### src/hw/rtl/vgrt_pkg.sv
// shared types and constants for the voxel grid ray traversal unit
// no dependencies
package vgrt_pkg;

  localparam int CELL_BITS     = 16;
  localparam int STEP_BITS     = 6;
  localparam int TIME_BITS     = 48;
  localparam int DIVIDEND_BITS = 32;
  localparam int DIVISOR_BITS  = 16;
  localparam int DIV_ITERS     = DIVIDEND_BITS / 2;
  localparam int DIV_CNT_BITS  = $clog2(DIV_ITERS);

  localparam logic [TIME_BITS-1:0]     TIME_NEVER   = '1;
  localparam logic [DIVIDEND_BITS-1:0] INC_DIVIDEND = DIVIDEND_BITS'(64'd1 << 31);

  typedef enum logic [1:0] {
    SGN_NONE  = 2'd0,
    SGN_PLUS  = 2'd1,
    SGN_MINUS = 2'd3
  } sgn_t;

  typedef enum logic [1:0] {
    AX_X = 2'd0,
    AX_Y = 2'd1,
    AX_Z = 2'd2
  } axis_t;

  typedef enum logic [2:0] {
    ST_IDLE,
    ST_SETUP,
    ST_DIV,
    ST_STEP,
    ST_FLAG
  } state_t;

  typedef struct packed {
    logic                     start;
    logic [DIVIDEND_BITS-1:0] dividend;
    logic [DIVISOR_BITS-1:0]  divisor;
  } div_req_t;

  typedef struct packed {
    logic                     done;
    logic [DIVIDEND_BITS-1:0] quotient;
  } div_rsp_t;

endpackage

### src/hw/rtl/vgrt_div.sv
// shared unsigned restoring divider, two quotient bits per cycle
// depends on vgrt_pkg
module vgrt_div (
  input  logic              clk,
  input  logic              rst,
  input  vgrt_pkg::div_req_t req,
  output vgrt_pkg::div_rsp_t rsp
);
  import vgrt_pkg::*;

  logic                     busy;
  logic                     done;
  logic [DIV_CNT_BITS-1:0]  cnt;
  logic [DIVISOR_BITS-1:0]  divisor;
  logic [DIVISOR_BITS-1:0]  rem;
  logic [DIVIDEND_BITS-1:0] quo;

  logic [DIVISOR_BITS:0]    r1;
  logic [DIVISOR_BITS:0]    r1s;
  logic [DIVISOR_BITS:0]    r2;
  logic [DIVISOR_BITS:0]    r2s;
  logic                     ge1;
  logic                     ge2;

  always_comb begin
    r1  = {rem, quo[DIVIDEND_BITS-1]};
    ge1 = (r1 >= {1'b0, divisor});
    r1s = ge1 ? (r1 - {1'b0, divisor}) : r1;
    r2  = {r1s[DIVISOR_BITS-1:0], quo[DIVIDEND_BITS-2]};
    ge2 = (r2 >= {1'b0, divisor});
    r2s = ge2 ? (r2 - {1'b0, divisor}) : r2;
  end

  always_ff @(posedge clk) begin
    if (rst) begin
      busy <= 1'b0;
      done <= 1'b0;
      cnt  <= '0;
    end else begin
      done <= busy && !req.start && (cnt == '0);
      if (req.start) begin
        busy    <= 1'b1;
        cnt     <= DIV_CNT_BITS'(DIV_ITERS - 1);
        divisor <= req.divisor;
        rem     <= '0;
        quo     <= req.dividend;
      end else if (busy) begin
        rem <= r2s[DIVISOR_BITS-1:0];
        quo <= {quo[DIVIDEND_BITS-3:0], ge1, ge2};
        cnt <= cnt - 1'b1;
        if (cnt == '0) begin
          busy <= 1'b0;
        end
      end
    end
  end

  assign rsp.done     = done;
  assign rsp.quotient = quo;

endmodule

### src/hw/rtl/voxel_grid_ray_traversal_unit.sv
// top level of the voxel grid ray traversal unit: setup sequencer and stepper
// depends on vgrt_pkg and vgrt_div
//
//   channel  handshake               payload
//   cfg      cfg_write               cfg_wdata (max_steps_minus_one)
//   in       in_valid / in_ready     origin_x/y/z, dir_x/y/z
//   out      out_valid / out_ready   cell_x/y/z, entry_face, step_number, no_direction, last
//
// setup runs two divisions per moving axis on the shared divider, then one traversal step
// per cycle while the output register is free, max_steps_minus_one+1 steps
// in_ready is high only while idle; one ray is worked on at a time
// a step waits while the output register holds an untaken result
// reset restores max_steps_minus_one to 16 and empties the output register
module voxel_grid_ray_traversal_unit (
  input  logic                clk,
  input  logic                rst,
  input  logic                cfg_write,
  input  logic [5:0]          cfg_wdata,
  input  logic                in_valid,
  output logic                in_ready,
  input  logic signed [31:0]  origin_x,
  input  logic signed [31:0]  origin_y,
  input  logic signed [31:0]  origin_z,
  input  logic signed [15:0]  dir_x,
  input  logic signed [15:0]  dir_y,
  input  logic signed [15:0]  dir_z,
  output logic                out_valid,
  input  logic                out_ready,
  output logic signed [15:0]  cell_x,
  output logic signed [15:0]  cell_y,
  output logic signed [15:0]  cell_z,
  output logic [2:0]          entry_face,
  output logic [5:0]          step_number,
  output logic                no_direction,
  output logic                last
);
  import vgrt_pkg::*;

  state_t state;
  state_t state_next;

  logic [STEP_BITS-1:0]    max_m1;
  logic [STEP_BITS-1:0]    step;
  axis_t                   setup_ax;
  logic                    setup_inc;

  logic [CELL_BITS-1:0]    cur_cell [3];
  logic [TIME_BITS-1:0]    tnext [3];
  logic [TIME_BITS-1:0]    tinc [3];
  sgn_t                    sgn [3];
  logic [15:0]             frac [3];
  logic [DIVISOR_BITS-1:0] mag [3];

  logic signed [31:0]      org_in [3];
  logic signed [15:0]      dir_in [3];

  div_req_t                div_req;
  div_rsp_t                div_rsp;

  logic                    accept;
  logic                    all_zero;
  logic                    out_free;
  logic                    do_never;
  logic                    do_div_write;
  logic                    do_step;
  logic                    do_flag;
  logic                    setup_last_ax;

  logic [16:0]             bnd_dist;
  axis_t                   pick;
  logic                    pick_neg;
  logic [TIME_BITS:0]      sum;
  logic [TIME_BITS-1:0]    sum_sat;
  logic [CELL_BITS-1:0]    cell_upd [3];
  logic                    last_step;

  assign org_in[0] = origin_x;
  assign org_in[1] = origin_y;
  assign org_in[2] = origin_z;
  assign dir_in[0] = dir_x;
  assign dir_in[1] = dir_y;
  assign dir_in[2] = dir_z;

  assign accept        = in_valid && in_ready;
  assign all_zero      = (dir_x == '0) && (dir_y == '0) && (dir_z == '0);
  assign out_free      = !out_valid || out_ready;
  assign setup_last_ax = (setup_ax == AX_Z);
  assign last_step     = (step == max_m1);

  vgrt_div u_div (
    .clk (clk),
    .rst (rst),
    .req (div_req),
    .rsp (div_rsp)
  );

  // distance to first boundary
  always_comb begin
    if (sgn[setup_ax] == SGN_MINUS) begin
      bnd_dist = {1'b0, frac[setup_ax]};
    end else begin
      bnd_dist = 17'h10000 - {1'b0, frac[setup_ax]};
    end
  end

  // axis choice, ties to y then z
  always_comb begin
    if (tnext[AX_X] < tnext[AX_Y]) begin
      pick = (tnext[AX_X] < tnext[AX_Z]) ? AX_X : AX_Z;
    end else begin
      pick = (tnext[AX_Y] < tnext[AX_Z]) ? AX_Y : AX_Z;
    end
    pick_neg = (sgn[pick] == SGN_MINUS);
    sum      = {1'b0, tnext[pick]} + {1'b0, tinc[pick]};
    sum_sat  = sum[TIME_BITS] ? TIME_NEVER : sum[TIME_BITS-1:0];
    for (int i = 0; i < 3; i++) begin
      cell_upd[i] = cur_cell[i];
    end
    cell_upd[pick] = pick_neg ? (cur_cell[pick] - 1'b1) : (cur_cell[pick] + 1'b1);
  end

  always_comb begin
    state_next = state;
    case (state)
      ST_IDLE: begin
        if (accept) begin
          state_next = all_zero ? ST_FLAG : ST_SETUP;
        end
      end
      ST_SETUP: begin
        if (sgn[setup_ax] == SGN_NONE) begin
          if (setup_last_ax) begin
            state_next = ST_STEP;
          end
        end else begin
          state_next = ST_DIV;
        end
      end
      ST_DIV: begin
        if (div_rsp.done) begin
          state_next = (setup_inc && setup_last_ax) ? ST_STEP : ST_SETUP;
        end
      end
      ST_STEP: begin
        if (out_free && last_step) begin
          state_next = ST_IDLE;
        end
      end
      ST_FLAG: begin
        if (out_free) begin
          state_next = ST_IDLE;
        end
      end
      default: begin
        state_next = ST_IDLE;
      end
    endcase
  end

  always_comb begin
    in_ready         = 1'b0;
    do_never         = 1'b0;
    do_div_write     = 1'b0;
    do_step          = 1'b0;
    do_flag          = 1'b0;
    div_req.start    = 1'b0;
    div_req.divisor  = mag[setup_ax];
    div_req.dividend = setup_inc ? INC_DIVIDEND : {bnd_dist, 15'b0};
    case (state)
      ST_IDLE: begin
        in_ready = 1'b1;
      end
      ST_SETUP: begin
        if (sgn[setup_ax] == SGN_NONE) begin
          do_never = 1'b1;
        end else begin
          div_req.start = 1'b1;
        end
      end
      ST_DIV: begin
        do_div_write = div_rsp.done;
      end
      ST_STEP: begin
        do_step = out_free;
      end
      ST_FLAG: begin
        do_flag = out_free;
      end
      default: begin
        in_ready = 1'b0;
      end
    endcase
  end

  always_ff @(posedge clk) begin
    if (rst) begin
      state  <= ST_IDLE;
      max_m1 <= STEP_BITS'(16);
    end else begin
      state <= state_next;
      if (cfg_write) begin
        max_m1 <= cfg_wdata;
      end
    end
  end

  // per-axis ray state
  always_ff @(posedge clk) begin
    if (rst) begin
      step      <= '0;
      setup_ax  <= AX_X;
      setup_inc <= 1'b0;
      for (int i = 0; i < 3; i++) begin
        cur_cell[i] <= '0;
        tnext[i]    <= '0;
        tinc[i]     <= '0;
        sgn[i]      <= SGN_NONE;
      end
    end else begin
      if (accept) begin
        step      <= '0;
        setup_ax  <= AX_X;
        setup_inc <= 1'b0;
        for (int i = 0; i < 3; i++) begin
          cur_cell[i] <= CELL_BITS'(org_in[i][31:16]);
          frac[i]     <= org_in[i][15:0];
          if (dir_in[i] == '0) begin
            sgn[i] <= SGN_NONE;
            mag[i] <= '0;
          end else if (dir_in[i][15]) begin
            sgn[i] <= SGN_MINUS;
            mag[i] <= 16'd0 - dir_in[i];
          end else begin
            sgn[i] <= SGN_PLUS;
            mag[i] <= dir_in[i];
          end
        end
      end
      if (do_never) begin
        tnext[setup_ax] <= TIME_NEVER;
        tinc[setup_ax]  <= TIME_NEVER;
        if (!setup_last_ax) begin
          setup_ax <= axis_t'(setup_ax + 2'd1);
        end
      end
      if (do_div_write) begin
        if (setup_inc) begin
          tinc[setup_ax] <= TIME_BITS'(div_rsp.quotient);
          setup_inc      <= 1'b0;
          if (!setup_last_ax) begin
            setup_ax <= axis_t'(setup_ax + 2'd1);
          end
        end else begin
          tnext[setup_ax] <= TIME_BITS'(div_rsp.quotient);
          setup_inc       <= 1'b1;
        end
      end
      if (do_step) begin
        cur_cell[pick] <= cell_upd[pick];
        tnext[pick]    <= sum_sat;
        step           <= step + 1'b1;
      end
    end
  end

  // output register
  always_ff @(posedge clk) begin
    if (rst) begin
      out_valid <= 1'b0;
    end else if (do_step || do_flag) begin
      out_valid <= 1'b1;
    end else if (out_ready) begin
      out_valid <= 1'b0;
    end
  end

  always_ff @(posedge clk) begin
    if (do_step) begin
      cell_x       <= cell_upd[AX_X][15:0];
      cell_y       <= cell_upd[AX_Y][15:0];
      cell_z       <= cell_upd[AX_Z][15:0];
      entry_face   <= {pick, pick_neg};
      step_number  <= step;
      no_direction <= 1'b0;
      last         <= last_step;
    end else if (do_flag) begin
      cell_x       <= '0;
      cell_y       <= '0;
      cell_z       <= '0;
      entry_face   <= '0;
      step_number  <= '0;
      no_direction <= 1'b1;
      last         <= 1'b1;
    end
  end

endmodule

### config.mk
export PLATFORM = sky130hd
export DESIGN_NAME = voxel_grid_ray_traversal_unit
export DESIGN_NICKNAME = d
export VERILOG_FILES = /design/src/hw/rtl/vgrt_pkg.sv /design/src/hw/rtl/vgrt_div.sv /design/src/hw/rtl/voxel_grid_ray_traversal_unit.sv
export SDC_FILE = /design/constraint.sdc
export NUM_CORES = 2
export LEC_CHECK = 0
export ABC_AREA = 1
export BUFFER_PORTS_ARGS = -buffer_cell sky130_fd_sc_hd__clkbuf_2
export CAP_MARGIN = 20
export CORE_UTILIZATION = 25
export CTS_BUF_LIST = sky130_fd_sc_hd__clkbuf_4 sky130_fd_sc_hd__clkbuf_8 sky130_fd_sc_hd__clkbuf_16
export CTS_CLUSTER_DIAMETER = 120
export DETAILED_ROUTE_END_ITERATION = 8
export GPL_TIMING_DRIVEN = 0
export PLACE_DENSITY = 0.44
export SYNTH_ARGS = -nofsm -noshare
export SYNTH_HDL_FRONTEND = slang
export SYNTH_HIERARCHICAL = 1
export SYNTH_SLANG_ARGS = --single-unit
### constraint.sdc
create_clock -name clk -period 4.9 [get_ports clk]
set_input_delay 0.98 -clock clk [delete_from_list [all_inputs] [get_ports clk]]
set_output_delay 0.98 -clock clk [all_outputs]
set_load 0.05 [all_outputs]
==> metrics.txt <==
status complete, but fails checks; failing checks setup timing; ANT cells 0; Worst-Margin Slew about 1.2 ns; Synth Register Bits 541; post-route ant nets 0; Worst EP arrival about 5.7 ns; drt pass-1 iters 5; fin area 42900 µm²; R2R Setup Slk -0.36 ns; initial antenna violation count 2; RSZ-0062 raised after global routing true; Total GRT Usage 17.6%; TritonCTS buffer count 67; Tmin final roughly 5.3 ns; drt wl/cell approximately 20 µm; htree depth 3; drt total wl 126000 µm; Static Leakage 18.7 nW; Initial Util 25.3%; Clock transition at path regs 0.06 ns; Reg2Reg Launch Point tnext[1][47]$_SDFFCE_PN0P_; crit start category register; CTS tree built; Final setup viols 150; Gate Count Post-Synth just over 4000; share of cells above drive strength 1 between 10% and 20%; WHS Path Cells 1; WP data required 5.29 ns; dpl hpwl 97100 µm; Final Wtd Congestion approximately 0.89; Cell variety after synth 72; Clock Sinks 541; syn_area_per_cell 8.42 µm²; Fin. Hold Viols 0; Worst path most repeated cell nand2_2; cell area power density 745 nW/µm²; final worst slack -0.356 ns; drt via density 4.72; Worst-Skew Late Latency 0.66 ns; DRC viols 0; Crit Path Category reg2reg; crit-path max FO 6; DR vias 29700; Slowest cell on crit path edfxtp_1; Max VDD drop approximately 0.4 mV; vias in the first global route 28700; min-delay worst type reg2reg; area post-placement around 38000 µm²; part of the Yosys area used for sequential elements 46.5%; DIE WIDTH 373 µm; Buf+Inv Stages, Crit Path 7; Reg2Reg Depth 34; Root Buffer clkbuf_16; Reg-to-Reg End tnext[0][44]$_SDFFCE_PN0P_; Max-cap violations 0; Hold Crit Start no_direction$_SDFFE_PP0P_; Max clock buf depth 3; Slew headroom 19.2%; Max stage delay on crit path 0.38 ns; Post-synth ARST share 0%; Design Power 31.9 mW; core area 136000 µm²; die area 139000 µm²; IO Port Bufs 214; site row count 135; largest net degree at the start of global routing 58; period utilization 107%; Top Ports 216; Primary FF master, synth edfxtp_1; Worst Hold Endpoint no_direction$_SDFFE_PP0P_; hold_buf cts 0; clock skew 0.0283 ns; Mapped Area 34400 µm²; grt total ovfl 0; EDFF count, synth about 510; DRT iter0 DRCs 2359; Synth warnings 6; first-pass GRT wire length 185000 µm; largest delay contributor family on the critical path compound AO/OA/AOI/OAI gates; nets 4872; crit end category register; die height 373 µm; f_max 0.190 GHz; area delta synth->final 24.8%; Pins Over Slew Limit 0
==> flip-flops by register name, indices dropped and copies added, names as in the netlist, 2 cells and up <==
register	cells
cell_x	16
cell_y	16
cell_z	16
cur_cell	48
entry_face	3
frac	48
mag	48
max_m1	6
setup_ax	2
sgn	6
state	3
step	6
step_number	6
tinc	99
tnext	144
u_div/cnt	4
u_div/divisor	16
u_div/quo	32
u_div/rem	16
==> worst register-to-register path: cells and delay by family (launching register included) <==
family,cells,cell delay (ns)
compound gates,11,1.61
simple gates,13,1.27
buf+inv,7,0.87
fa+ha+maj,3,0.88
flops,1,0.38
==> metrics by stage <==
| step | utilization, % | setup TNS [ns] | instances | worst slack, ns | hold WS, ns |
|---|---|---|---|---|---|
| 2_1_floorplan | - | 0 | 4094 | 0.0348 | 0.443 |
| 3_3_place_gp | 27.7 | -804.49 | 6089 | -3.10 | 0.450 |
| 3_5_place_dp | 28.0 | -332.70 | 6102 | -2.09 | 0.459 |
| 4_1_cts | 30.8 | -42.42 | 6279 | -0.374 | 0.453 |
| 5_1_grt | 31.5 | -76.12 | 6302 | -0.566 | 0.469 |
| 6_report | 31.5 | -42.05 | 6302 | -0.356 | 0.471 |
==> timing repair <==
action                                  CTS  global route
endpoints found under the setup margin  229           175
buffers inserted                         57            22
resized for setup                       334           185
pin swaps                                67            65
gates cloned                              2             1
==> cells by family (layout without fill, tap and decap cells) <==
| group | Yosys count | after routing | synth area share, % |
|---|---|---|---|
| AND/OR/NAND/NOR | 1819 | 1819 | 22.3 |
| AO/OA/AOI/OAI | 770 | 770 | 12.9 |
| buffers and inverters | 628 | 1055 | 7.32 |
| flip-flops | 541 | 541 | 46.5 |
| adder cells (fa/ha/maj) | 245 | 245 | 9.01 |
| XOR/XNOR | 76 | 76 | 1.94 |
| other | 1 | 15 | 0.0109 |
==> synth_stat cells (all sizes together), types with 6 or more instances <==
library cell / n / area [µm²]
nand3b: 6 / 52.6
a21o: 9 / 67.6
o22ai: 53 / 332
clkbuf: 82 / 308
ha: 241 / 3020
o21a: 43 / 323
buf: 59 / 369
nand3: 149 / 843
nand4: 41 / 272
inv: 486 / 1830
or2: 11 / 68.8
a31oi: 44 / 275
o21bai: 10 / 75.1
xnor2: 29 / 254
nor3: 38 / 216
o21ai: 195 / 998
o31ai: 9 / 67.6
dfxtp: 27 / 541
nand2: 962 / 3770
edfxtp: 514 / 15400
nor4: 10 / 68.8
a21oi: 359 / 1860
xor2: 47 / 412
a221oi: 18 / 164
nor2: 592 / 2320
a21boi: 7 / 63.8
==> where the power goes <==
part / switching (mW) / internal (mW)
Sequential: 0.474 / 6.11
Combinational: 12.8 / 7.56
Clock: 2.14 / 2.89
==> area by class of cell <==
cell class / count / area, µm²
Timing Repair Buffer: 309 / 2060
Fill cell: 14300 / 93100
Tap cell: 1781 / 2230
Buffer: 141 / 1070
Inverter: 487 / 1860
Clock buffer: 78 / 1780
Multi-Input combinational cell: 2925 / 17500
Sequential cell: 541 / 16000
Clock inverter: 40 / 400
==> placed cells by master (no fill, tap or decap), types with 13 or more instances in the layout <==
master,count
clkbuf_16,72
a21oi_1,278
ha_4,20
nand2_2,59
a21oi_4,23
clkinv_2,15
nand4_1,40
clkbuf_1,55
nand3_1,120
nor2_2,35
buf_2,16
a221oi_1,17
dfxtp_1,27
inv_1,448
o22ai_1,51
o21ai_0,138
nand3_2,23
clkbuf_4,16
clkbuf_2,217
nand2_4,23
nor2_1,542
buf_4,78
a31oi_1,25
conb_1,15
ha_1,214
o21a_1,30
o21ai_1,27
buf_6,27
a21oi_2,58
o21ai_2,25
nand2_1,877
nor3_1,33
xnor2_1,27
buf_12,17
edfxtp_1,514
inv_2,32
xor2_1,44
a31oi_2,13
nor2_4,14
==> layer usage <==
metal  up-vias  GRT usage [%]  part of all wire (%)
met5         -              0                 0.027
met2       758           27.7                    45
met1     14300           25.4                    49
met3       131           2.41                   4.8
met4         4           3.97                   2.1
li1      14600              -                     -
==> worst max path at each step <==
stage / depth (start not counted) / endpoint / from / slack, ns
finish: 34 / tnext[0][44]$_SDFFCE_PN0P_ / tnext[1][47]$_SDFFCE_PN0P_ / -0.36
global route: 35 / cur_cell[1][14]$_DFFE_PP_ / tnext[1][17]$_SDFFCE_PN0P_ / -0.57
CTS: 36 / tnext[1][40]$_SDFFCE_PN0P_ / tnext[1][45]$_SDFFCE_PN0P_ / -0.37
detailed placement: 27 / tnext[2][28]$_SDFFCE_PN0P_ / tnext[1][43]$_SDFFCE_PN0P_ / -2.09
global placement: 27 / tnext[0][22]$_SDFFCE_PN0P_ / tnext[0][47]$_SDFFCE_PN0P_ / -3.10
floorplan: 27 / tnext[0][45]$_SDFFCE_PN0P_ / tnext[0][47]$_SDFFCE_PN0P_ / 0.03
(Power assumes the default switching activity.)
